## src/rtl/aesgcm_pkg.sv

```systemverilog
// Shared types, constants and AES helper functions of the AES-128-GCM unit.
package aesgcm_pkg;

	localparam int LENGTH_BITS = 29;
	localparam int NROUNDS = 10;
	localparam int GH_BITS_PER_CYCLE = 4;
	localparam int GH_STEPS = 128 / GH_BITS_PER_CYCLE;

	localparam logic [95:0] NONCE = 96'h5440784449675A516C5E6313;
	localparam logic [127:0] AAD_BLOCK = 128'h7175616C636F6D6D2D74657374000000;
	localparam logic [63:0] AAD_BITS = 64'd104;
	localparam logic [7:0] GF_POLY = 8'hE1;

	localparam logic [2:0] REG_KEY_HIGH = 3'd0;
	localparam logic [2:0] REG_KEY_LOW = 3'd1;
	localparam logic [2:0] REG_DECRYPT_MODE = 3'd2;
	localparam logic [2:0] REG_EXP_TAG_HIGH = 3'd3;
	localparam logic [2:0] REG_EXP_TAG_LOW = 3'd4;

	typedef enum logic [1:0] {
		KIND_DATA,
		KIND_TAG_HI,
		KIND_TAG_LO,
		KIND_AUTH
	} kind_t;

	typedef struct packed {
		logic [7:0] data_byte;
		logic       last_byte;
	} in_item_t;

	typedef struct packed {
		kind_t       kind;
		logic [7:0]  out_byte;
		logic [63:0] tag_half;
		logic        auth_ok;
		logic        end_of_run;
	} out_item_t;

	typedef enum logic [1:0] {
		AES_ZERO,
		AES_J0,
		AES_CTR
	} aes_sel_t;

	typedef enum logic [1:0] {
		GH_AAD,
		GH_CB,
		GH_LEN
	} gh_sel_t;

	typedef enum logic [4:0] {
		S_IDLE,
		S_H_GO,
		S_H_WAIT,
		S_T_GO,
		S_T_WAIT,
		S_AAD_GO,
		S_AAD_WAIT,
		S_KS_GO,
		S_KS_WAIT,
		S_BYTE,
		S_DATA,
		S_CB_GO,
		S_CB_WAIT,
		S_LEN_GO,
		S_LEN_WAIT,
		S_TAG1,
		S_TAG2,
		S_AUTH
	} state_t;

	typedef struct packed {
		logic     start_pkt;
		logic     capture;
		logic     aes_start;
		aes_sel_t aes_sel;
		logic     aes_wr_h;
		logic     aes_wr_t;
		logic     aes_wr_ks;
		logic     gh_start;
		gh_sel_t  gh_sel;
		logic     gh_wr;
		logic     cb_clear;
		logic     byte_step;
		logic     out_load;
		kind_t    out_kind;
		logic     out_eor;
	} cmd_t;

	typedef struct packed {
		logic aes_done;
		logic gh_done;
		logic out_free;
		logic last;
		logic dec;
		logic block_end;
	} sts_t;

	localparam logic [7:0] SBOX [256] = '{
		8'h63,8'h7c,8'h77,8'h7b,8'hf2,8'h6b,8'h6f,8'hc5,8'h30,8'h01,8'h67,8'h2b,8'hfe,8'hd7,8'hab,8'h76,
		8'hca,8'h82,8'hc9,8'h7d,8'hfa,8'h59,8'h47,8'hf0,8'had,8'hd4,8'ha2,8'haf,8'h9c,8'ha4,8'h72,8'hc0,
		8'hb7,8'hfd,8'h93,8'h26,8'h36,8'h3f,8'hf7,8'hcc,8'h34,8'ha5,8'he5,8'hf1,8'h71,8'hd8,8'h31,8'h15,
		8'h04,8'hc7,8'h23,8'hc3,8'h18,8'h96,8'h05,8'h9a,8'h07,8'h12,8'h80,8'he2,8'heb,8'h27,8'hb2,8'h75,
		8'h09,8'h83,8'h2c,8'h1a,8'h1b,8'h6e,8'h5a,8'ha0,8'h52,8'h3b,8'hd6,8'hb3,8'h29,8'he3,8'h2f,8'h84,
		8'h53,8'hd1,8'h00,8'hed,8'h20,8'hfc,8'hb1,8'h5b,8'h6a,8'hcb,8'hbe,8'h39,8'h4a,8'h4c,8'h58,8'hcf,
		8'hd0,8'hef,8'haa,8'hfb,8'h43,8'h4d,8'h33,8'h85,8'h45,8'hf9,8'h02,8'h7f,8'h50,8'h3c,8'h9f,8'ha8,
		8'h51,8'ha3,8'h40,8'h8f,8'h92,8'h9d,8'h38,8'hf5,8'hbc,8'hb6,8'hda,8'h21,8'h10,8'hff,8'hf3,8'hd2,
		8'hcd,8'h0c,8'h13,8'hec,8'h5f,8'h97,8'h44,8'h17,8'hc4,8'ha7,8'h7e,8'h3d,8'h64,8'h5d,8'h19,8'h73,
		8'h60,8'h81,8'h4f,8'hdc,8'h22,8'h2a,8'h90,8'h88,8'h46,8'hee,8'hb8,8'h14,8'hde,8'h5e,8'h0b,8'hdb,
		8'he0,8'h32,8'h3a,8'h0a,8'h49,8'h06,8'h24,8'h5c,8'hc2,8'hd3,8'hac,8'h62,8'h91,8'h95,8'he4,8'h79,
		8'he7,8'hc8,8'h37,8'h6d,8'h8d,8'hd5,8'h4e,8'ha9,8'h6c,8'h56,8'hf4,8'hea,8'h65,8'h7a,8'hae,8'h08,
		8'hba,8'h78,8'h25,8'h2e,8'h1c,8'ha6,8'hb4,8'hc6,8'he8,8'hdd,8'h74,8'h1f,8'h4b,8'hbd,8'h8b,8'h8a,
		8'h70,8'h3e,8'hb5,8'h66,8'h48,8'h03,8'hf6,8'h0e,8'h61,8'h35,8'h57,8'hb9,8'h86,8'hc1,8'h1d,8'h9e,
		8'he1,8'hf8,8'h98,8'h11,8'h69,8'hd9,8'h8e,8'h94,8'h9b,8'h1e,8'h87,8'he9,8'hce,8'h55,8'h28,8'hdf,
		8'h8c,8'ha1,8'h89,8'h0d,8'hbf,8'he6,8'h42,8'h68,8'h41,8'h99,8'h2d,8'h0f,8'hb0,8'h54,8'hbb,8'h16
	};

	function automatic logic [7:0] sbox(input logic [7:0] x);
		return SBOX[x];
	endfunction

	function automatic logic [7:0] xt(input logic [7:0] x);
		return {x[6:0], 1'b0} ^ (x[7] ? 8'h1b : 8'h00);
	endfunction

	// Byte 0 of a block sits in bits 127:120.
	function automatic logic [127:0] sub_shift(input logic [127:0] s);
		logic [127:0] t;
		t = '0;
		for (int c = 0; c < 4; c++) begin
			for (int r = 0; r < 4; r++) begin
				t[127 - 8 * (4 * c + r) -: 8] = sbox(s[127 - 8 * (4 * ((c + r) % 4) + r) -: 8]);
			end
		end
		return t;
	endfunction

	function automatic logic [127:0] mix(input logic [127:0] s);
		logic [127:0] t;
		logic [7:0] a0, a1, a2, a3, x;
		t = '0;
		for (int c = 0; c < 4; c++) begin
			a0 = s[127 - 32 * c -: 8];
			a1 = s[119 - 32 * c -: 8];
			a2 = s[111 - 32 * c -: 8];
			a3 = s[103 - 32 * c -: 8];
			x = a0 ^ a1 ^ a2 ^ a3;
			t[127 - 32 * c -: 8] = a0 ^ x ^ xt(a0 ^ a1);
			t[119 - 32 * c -: 8] = a1 ^ x ^ xt(a1 ^ a2);
			t[111 - 32 * c -: 8] = a2 ^ x ^ xt(a2 ^ a3);
			t[103 - 32 * c -: 8] = a3 ^ x ^ xt(a3 ^ a0);
		end
		return t;
	endfunction

	function automatic logic [127:0] key_next(input logic [127:0] k, input logic [7:0] rc);
		logic [31:0] tw, w0, w1, w2, w3;
		tw = {sbox(k[23:16]) ^ rc, sbox(k[15:8]), sbox(k[7:0]), sbox(k[31:24])};
		w0 = k[127:96] ^ tw;
		w1 = k[95:64] ^ w0;
		w2 = k[63:32] ^ w1;
		w3 = k[31:0] ^ w2;
		return {w0, w1, w2, w3};
	endfunction

endpackage

```

## src/rtl/aesgcm_ctrl.sv

```systemverilog
// Controller state machine sequencing packet setup, keystream, GHASH and results.
module aesgcm_ctrl (
	input  logic                clk,
	input  logic                arst_n,
	input  logic                in_valid,
	output logic                in_stall,
	input  aesgcm_pkg::sts_t    sts,
	output aesgcm_pkg::cmd_t    cmd
);

	aesgcm_pkg::state_t state_q, state_n;
	logic in_packet_q;
	logic accept;

	assign accept = in_valid && (state_q == aesgcm_pkg::S_IDLE);
	assign in_stall = (state_q != aesgcm_pkg::S_IDLE);

	always_ff @(posedge clk or negedge arst_n) begin
		if (!arst_n) begin
			state_q <= aesgcm_pkg::S_IDLE;
			in_packet_q <= 1'b0;
		end else begin
			state_q <= state_n;
			if (accept) begin
				in_packet_q <= 1'b1;
			end else if (state_q == aesgcm_pkg::S_LEN_WAIT && sts.gh_done) begin
				in_packet_q <= 1'b0;
			end
		end
	end

	always_comb begin
		state_n = state_q;
		unique case (state_q)
			aesgcm_pkg::S_IDLE: begin
				if (in_valid) begin
					if (!in_packet_q) begin
						state_n = aesgcm_pkg::S_H_GO;
					end else if (sts.block_end && !sts.last) begin
						// The position counter is zero here, so a new keystream block is due.
						state_n = aesgcm_pkg::S_KS_GO;
					end else begin
						state_n = aesgcm_pkg::S_BYTE;
					end
				end
			end
			aesgcm_pkg::S_H_GO:   state_n = aesgcm_pkg::S_H_WAIT;
			aesgcm_pkg::S_H_WAIT: if (sts.aes_done) state_n = aesgcm_pkg::S_T_GO;
			aesgcm_pkg::S_T_GO:   state_n = aesgcm_pkg::S_T_WAIT;
			aesgcm_pkg::S_T_WAIT: if (sts.aes_done) state_n = aesgcm_pkg::S_AAD_GO;
			aesgcm_pkg::S_AAD_GO: state_n = aesgcm_pkg::S_AAD_WAIT;
			aesgcm_pkg::S_AAD_WAIT: if (sts.gh_done) state_n = aesgcm_pkg::S_KS_GO;
			aesgcm_pkg::S_KS_GO:  state_n = aesgcm_pkg::S_KS_WAIT;
			aesgcm_pkg::S_KS_WAIT: if (sts.aes_done) state_n = aesgcm_pkg::S_BYTE;
			aesgcm_pkg::S_BYTE:   state_n = aesgcm_pkg::S_DATA;
			aesgcm_pkg::S_DATA: begin
				if (sts.out_free) begin
					state_n = sts.block_end ? aesgcm_pkg::S_CB_GO : aesgcm_pkg::S_IDLE;
				end
			end
			aesgcm_pkg::S_CB_GO: state_n = aesgcm_pkg::S_CB_WAIT;
			aesgcm_pkg::S_CB_WAIT: begin
				if (sts.gh_done) begin
					state_n = sts.last ? aesgcm_pkg::S_LEN_GO : aesgcm_pkg::S_IDLE;
				end
			end
			aesgcm_pkg::S_LEN_GO: state_n = aesgcm_pkg::S_LEN_WAIT;
			aesgcm_pkg::S_LEN_WAIT: begin
				if (sts.gh_done) begin
					state_n = sts.dec ? aesgcm_pkg::S_AUTH : aesgcm_pkg::S_TAG1;
				end
			end
			aesgcm_pkg::S_TAG1: if (sts.out_free) state_n = aesgcm_pkg::S_TAG2;
			aesgcm_pkg::S_TAG2: if (sts.out_free) state_n = aesgcm_pkg::S_IDLE;
			aesgcm_pkg::S_AUTH: if (sts.out_free) state_n = aesgcm_pkg::S_IDLE;
			default: state_n = aesgcm_pkg::S_IDLE;
		endcase
	end

	always_comb begin
		cmd = '0;
		cmd.aes_sel = aesgcm_pkg::AES_ZERO;
		cmd.gh_sel = aesgcm_pkg::GH_AAD;
		cmd.out_kind = aesgcm_pkg::KIND_DATA;
		unique case (state_q)
			aesgcm_pkg::S_IDLE: begin
				cmd.capture = accept;
				cmd.start_pkt = accept && !in_packet_q;
			end
			aesgcm_pkg::S_H_GO: cmd.aes_start = 1'b1;
			aesgcm_pkg::S_H_WAIT: cmd.aes_wr_h = sts.aes_done;
			aesgcm_pkg::S_T_GO: begin
				cmd.aes_start = 1'b1;
				cmd.aes_sel = aesgcm_pkg::AES_J0;
			end
			aesgcm_pkg::S_T_WAIT: cmd.aes_wr_t = sts.aes_done;
			aesgcm_pkg::S_AAD_GO: cmd.gh_start = 1'b1;
			aesgcm_pkg::S_AAD_WAIT: cmd.gh_wr = sts.gh_done;
			aesgcm_pkg::S_KS_GO: begin
				cmd.aes_start = 1'b1;
				cmd.aes_sel = aesgcm_pkg::AES_CTR;
			end
			aesgcm_pkg::S_KS_WAIT: cmd.aes_wr_ks = sts.aes_done;
			aesgcm_pkg::S_BYTE: cmd.byte_step = 1'b1;
			aesgcm_pkg::S_DATA: begin
				cmd.out_load = sts.out_free;
				cmd.out_kind = aesgcm_pkg::KIND_DATA;
				cmd.out_eor = !sts.last;
			end
			aesgcm_pkg::S_CB_GO: begin
				cmd.gh_start = 1'b1;
				cmd.gh_sel = aesgcm_pkg::GH_CB;
			end
			aesgcm_pkg::S_CB_WAIT: begin
				cmd.gh_wr = sts.gh_done;
				cmd.cb_clear = sts.gh_done;
			end
			aesgcm_pkg::S_LEN_GO: begin
				cmd.gh_start = 1'b1;
				cmd.gh_sel = aesgcm_pkg::GH_LEN;
			end
			aesgcm_pkg::S_LEN_WAIT: cmd.gh_wr = sts.gh_done;
			aesgcm_pkg::S_TAG1: begin
				cmd.out_load = sts.out_free;
				cmd.out_kind = aesgcm_pkg::KIND_TAG_HI;
			end
			aesgcm_pkg::S_TAG2: begin
				cmd.out_load = sts.out_free;
				cmd.out_kind = aesgcm_pkg::KIND_TAG_LO;
				cmd.out_eor = 1'b1;
			end
			aesgcm_pkg::S_AUTH: begin
				cmd.out_load = sts.out_free;
				cmd.out_kind = aesgcm_pkg::KIND_AUTH;
				cmd.out_eor = 1'b1;
			end
			default: ;
		endcase
	end

`ifndef SYNTH
	a_accept_only_idle: assert property (@(posedge clk) disable iff (!arst_n)
		(in_valid && !in_stall) |=> (state_q != aesgcm_pkg::S_IDLE))
		else $error("accepted item did not leave idle");
	a_setup_on_new_packet: assert property (@(posedge clk) disable iff (!arst_n)
		(accept && !in_packet_q) |=> (state_q == aesgcm_pkg::S_H_GO))
		else $error("packet setup skipped");
	a_packet_closes: assert property (@(posedge clk) disable iff (!arst_n)
		(state_q == aesgcm_pkg::S_TAG1 || state_q == aesgcm_pkg::S_AUTH) |-> !in_packet_q)
		else $error("packet still open while tag is emitted");
`endif

endmodule
```

## config.mk

```make
export PLATFORM = sky130hd
export DESIGN_NAME = aesgcm_ctrl
export DESIGN_NICKNAME = d
export VERILOG_FILES = /design/src/rtl/aesgcm_pkg.sv /design/src/rtl/aesgcm_ctrl.sv
export SDC_FILE = /design/constraint.sdc
export NUM_CORES = 1
export LEC_CHECK = 0
export BUFFER_PORTS_ARGS = -buffer_cell sky130_fd_sc_hd__buf_2
export CORE_UTILIZATION = 30
export CTS_BUF_LIST = sky130_fd_sc_hd__clkbuf_8
export DETAILED_ROUTE_END_ITERATION = 12
export SKIP_LAST_GASP = 1
export SLEW_MARGIN = 10
export SYNTH_ARGS = -nofsm -noshare
export SYNTH_HDL_FRONTEND = slang
export SYNTH_SLANG_ARGS = --single-unit
```

## constraint.sdc

```tcl
create_clock -name clk -period 2.9 [get_ports clk]
set_input_delay 0.145 -clock clk [delete_from_list [all_inputs] [get_ports clk]]
set_output_delay 0.145 -clock clk [all_outputs]
set_load 0.005 [all_outputs]
```

Word-level counts from Yosys, hierarchy flattened
Cells that the tools add are included.
{"block": "classes", "n_eq_ne": 27, "n_mux": 31, "n_reduce_logical": 14}
{"operator": "5-bit case mux with 17 select lines", "n": 1}
{"operator": "5-bit 2-to-1 mux", "n": 11}
{"operator": "5-bit by 4-bit == test with 1-bit output, second input constant", "n": 8}
{"operator": "5-bit by 3-bit == test with 1-bit output, second input constant", "n": 4}
{"operator": "2-bit inequality test, second input constant", "n": 9}
{"operator": "4-bit 2-to-1 mux", "n": 4}
{"operator": "3-bit case mux with 4 select lines", "n": 1}
{"operator": "5-bit by 2-bit == test with 1-bit output, second input constant", "n": 2}
{"operator": "5-bit == test, second input constant", "n": 2}
{"operator": "1-bit 2-to-1 mux", "n": 10}
{"operator": "10-bit AND reduction", "n": 1}
{"operator": "3-bit OR reduction", "n": 3}
{"operator": "2-bit case mux with 2 select lines", "n": 2}
{"operator": "5-bit by 1-bit == test with 1-bit output, second input constant", "n": 1}
{"operator": "5-bit zero test", "n": 1}
{"operator": "5-bit nonzero test", "n": 1}
{"operator": "1-bit logical AND", "n": 4}
{"operator": "1-bit zero test", "n": 2}
{"operator": "2-bit 2-to-1 mux", "n": 1}
{"operator": "2-bit by 1-bit inequality test with 1-bit output, second input constant", "n": 1}
{"operator": "1-bit case mux with 2 select lines", "n": 1}
{"operator": "2-bit nonzero test", "n": 1}
{"operator": "2-bit OR reduction", "n": 1}
{"block": "totals", "output_inout_bits": 19, "regBits": 6}

Depth between registers and ports, before layout
{"block": "depth", "ltp_word": 6, "depth_mapped": 7}

Worst setup path after synthesis
OpenSTA, ideal clock, no wires.
{"block": "synth_path", "path_kind": "flip-flop to flip-flop", "from": "reg state_q[1]", "to": "reg state_q[1]", "path_stages_with_launch": 6, "arrival_time_ps": 1524, "period_less_slack_ps": 1649, "slack_ps": 1251, "n_path_buf": 1, "path_cell_list": "dfrtp_1 -> buf_6 -> mux2_4 -> o311ai_2 -> a31oi_4 -> mux2_4"}
{"block": "synth_between", "elab_chain_len": 4}
{"item": "start: declaration", "line": "aesgcm_ctrl.sv:11", "rtl": "aesgcm_pkg::state_t state_q, state_n;"}
{"item": "start signal: assignment", "line": "aesgcm_ctrl.sv:20", "rtl": "state_q <= aesgcm_pkg::S_IDLE;"}
{"item": "start signal: assignment", "line": "aesgcm_ctrl.sv:23", "rtl": "state_q <= state_n;"}
{"item": "5-bit == test", "line": "aesgcm_ctrl.sv:34", "rtl": "unique case (state_q)"}
{"item": "2-bit OR reduction (no line)"}
{"item": "2-bit by 1-bit inequality test with 1-bit output (no line)"}
{"item": "10-bit AND reduction (no line)"}
Several ways; a longest one is shown, not always the timed one.
A chain may end at the register's enable or synchronous reset.

Final worst setup path
{"block": "layout_path", "from": "reg state_q[2]", "to": "reg state_q[1]"}
Same word-level chain as after synthesis.

==> impl_summary.log <==
INFO  metric hpwlAfterDp = 1500 um
INFO  metric path_cells = xnor2_1 > a41oi_1 > nor2_1 > a31oi_4 > mux2_4
INFO  metric max_stage_delay = 0.74 ns
INFO  metric worst_pin_slew = 0.641 ns
INFO  metric number_of_sinks_on_the_clock_net = 6
INFO  metric final_cell_count_no_fill = 152
INFO  metric insertedDiodeCount = 0
INFO  metric maximum_number_of_pins_on_one_net_before_global_route_repair = 19
INFO  metric detailedRoute.firstIterationViolations = 13
INFO  metric switching_power = 0.470 mW
INFO  metric ys_seq_elements = 6
INFO  metric hold_path.class = primary input to flop
INFO  metric drt-pass1-iter-count = 4
INFO  metric first_global_vias = approximately 730
INFO  metric number_of_endpoints_failing_setup_at_the_final_stage = 0
INFO  metric globalRouteTotalUtil = 0.157
INFO  metric edff_count_synth = 0
INFO  metric r2r_setup_slack = roughly 0.90 ns
INFO  metric nature_of_the_critical_path_endpoint = flop
INFO  metric vias_post_dr = 790
INFO  metric clock_latency = 0.22 ns
INFO  metric timing_worst_setup_path_type = flop to flop
INFO  metric grt_antenna_before_repair = 0
INFO  metric design.die.area = a little under 3000 sq um
INFO  metric core_area = 2500 sq um
INFO  metric ios = 28
INFO  metric postSynthAreaPerCell = 8.06 sq um
INFO  metric critical_path.startpoint_type = flop
INFO  metric yosys_warnings = 0
INFO  metric post_drt_wl_per_cell = 13.0 um
INFO  metric nNetsFinal = 133
INFO  metric synth.cell_area = 806 sq um
INFO  metric setup-tns-final = 0 ns
INFO  metric final-max-slew-violation-count = 0
INFO  metric post-cts-setup-buffer-count = 0
INFO  metric power_frac_clock = 0.123
INFO  metric timing.critical_path.required = 3.00 ns
INFO  metric outcome = completed
INFO  metric grt_setup_unrepaired = no
INFO  metric initial_standard_cell_utilization_of_the_core = 0.322
INFO  metric clock_tree.buffer_depth = 2
INFO  metric grt_first_pass_wirelength = 3420 um
INFO  metric grt_overflow = 0
INFO  metric r2r-end = state_q[1]$_DFFE_PN0P_
INFO  metric synth_nets = between 100 and 150
INFO  metric critPathArrivalTime = 2.10 ns
INFO  metric hold_ws = 0.260 ns
INFO  metric timing.critical_path.fanout_max = 18
INFO  metric timing.critical_path.to = state_q[1]$_DFFE_PN0P_
INFO  metric seq_area_frac_synth = 0.186
INFO  metric netSwitchingFraction = 0.468
INFO  metric reg2regPathDepth = 5
INFO  metric drc_errors = 0
INFO  metric worst_clock_skew = roughly 0.0045 ns
INFO  metric route.detailed.vias_per_inst = 5.20
INFO  metric p_int = approximately 0.53 mW
INFO  metric clk_root_buffer_cell = clkbuf_8
INFO  metric die_height = 53.8 um
INFO  metric netlist-cell-type-count = 41
INFO  metric wl = 1970 um
INFO  metric post-route-period-util = 0.690
INFO  metric critical-path-slowest-cell = dfrtp_1
INFO  metric rr_startpoint = state_q[2]$_DFFE_PN0P_
INFO  metric antenna_left = 0
INFO  metric power.share.sequential = 0.278
INFO  metric max_freq = 500 MHz
INFO  metric tritoncts = yes
INFO  metric async_reset_ff_frac = 1.00
INFO  metric peakVddDrop = 0.000372 V
INFO  metric htreeDepth = 1
INFO  metric finalHoldViolations = 0
INFO  metric setup.worst_path.start = state_q[2]$_DFFE_PN0P_
INFO  metric final.min_clock_period = 2.00 ns
INFO  metric finalPower = 1.00 mW
INFO  metric cellLeakagePower = approximately 0.45 nW
INFO  metric pwr_density_cell = 1070 nW/um^2
INFO  metric syn2layout_area_growth = 16.8%
INFO  metric mostFrequentLayoutCells = buf_2 (27), nor2_1 (12), nand2_1 (10), a21oi_1 (6), dfrtp_1 (6)
INFO  metric routabilityCongestion = about 0.78
INFO  metric dp.cells = 148
INFO  metric syn-instance-count = 100
INFO  metric power.share.combinational = 0.598
INFO  metric cap_violations = 0
INFO  metric layout.cells.most_common = buf_2
INFO  metric fp.dieW = approximately 54 um
INFO  metric clock_transition_at_path_regs = around 0.04 ns
INFO  metric final_layout_size_suffix_gt1_frac = 0.352
INFO  metric portBuffers = 27
INFO  metric cts_inserted_buffers = 3
INFO  metric maxSlewHeadroom = 0.572
INFO  metric placement_rows = 18
INFO  metric post_synth_top_flop = dfrtp_1
-- critical path, delay by kind of cell (launching register included) --
| family | cells | cell delay, ns |
|---|---|---|
| xor+xnor | 1 | 0.16 |
| flops | 1 | 0.74 |
| simple gates | 1 | 0.10 |
| compound gates | 2 | 0.54 |
| mux | 1 | 0.32 |
-- kinds of logic after synthesis --
group                     Yosys count  share of synthesized area
and+or+nand+nor                    51                      0.359
AOI/OAI and AO/OA                  23                      0.224
buffers and inverters              14                      0.134
DFF                                 6                      0.186
muxes                               5                     0.0870
xor gates and xnor gates            1                     0.0109
-- through the flow --
step,util,setup slack (ns),cell area (sq um)
6_report,0.376,0.900,941
5_1_grt,0.376,0.700,941
4_1_cts,0.376,0.875,941
3_5_place_dp,0.356,0.881,890
3_3_place_gp,0.356,0.941,890
2_1_floorplan,-,1.25,806
-- per-layer routing --
metal / part of all wire / GRT usage / routed length, um / vias to the layer above
li1: - / - / - / 398
met1: 0.49 / 0.225 / 971 / 368
met2: 0.45 / 0.255 / 893 / 24
met3: 0.055 / 0.0311 / 109 / 0
met4: 0 / 0 / 0 / 0
met5: 0 / 0 / 0 / -
-- final cells by class --
cell class,instances,area [sq um]
clock buffer,3,41.3
fill,279,1560
inverter,5,18.8
multi-input combinational,80,548
sequential,6,150
tap,30,37.5
timing repair buffer,28,145
-- sequential cells by signal, indices dropped and copies added, names as in the netlist --
signal and count:
in_packet_q 1, state_q 5
-- what timing repair did --
item	in CTS	in global routing
gates resized for setup	0	0
hold buffers	1	0
endpoints found under the hold margin	6	0
-- cells in the mapped netlist (3+ instances only) --
master | count | area share
nand2b_1 | 4 | 0.031
a21oi_1 | 6 | 0.037
nor2_1 | 12 | 0.056
nor3_1 | 3 | 0.019
dfrtp_1 | 6 | 0.19
and3_1 | 4 | 0.031
nor2b_1 | 5 | 0.039
inv_1 | 5 | 0.023
o21ai_0 | 3 | 0.019
nand2_1 | 10 | 0.047
buf_6 | 5 | 0.070
mux2_4 | 4 | 0.075
-- how the worst min path moves through the flow --
stage	start	end	slack [ns]	depth (start not counted)
after global routing	in_valid	in_packet_q$_DFFE_PN0P_	0.28	3
final	in_valid	in_packet_q$_DFFE_PN0P_	0.26	3
after floorplan	arst_n	in_packet_q$_DFFE_PN0P_	-0.15	0
after CTS	in_valid	in_packet_q$_DFFE_PN0P_	0.26	3
after detailed placement	arst_n	state_q[3]$_DFFE_PN0P_	-0.02	1
after global placement	arst_n	state_q[3]$_DFFE_PN0P_	-0.02	1
-- power by group through the flow --
| stage | logic, mW | registers [mW] | clock network, mW |
|---|---|---|---|
| floorplan | 0.659 | 0.152 | 0 |
| global placement | 0.598 | 0.278 | 0 |
| detailed placement | 0.601 | 0.280 | 0 |
| CTS | 0.605 | 0.280 | 0.126 |
| global route | 0.669 | 0.300 | 0.137 |
| finish | 0.600 | 0.279 | 0.124 |
No activity file was read; power rests on OpenSTA's default activity.
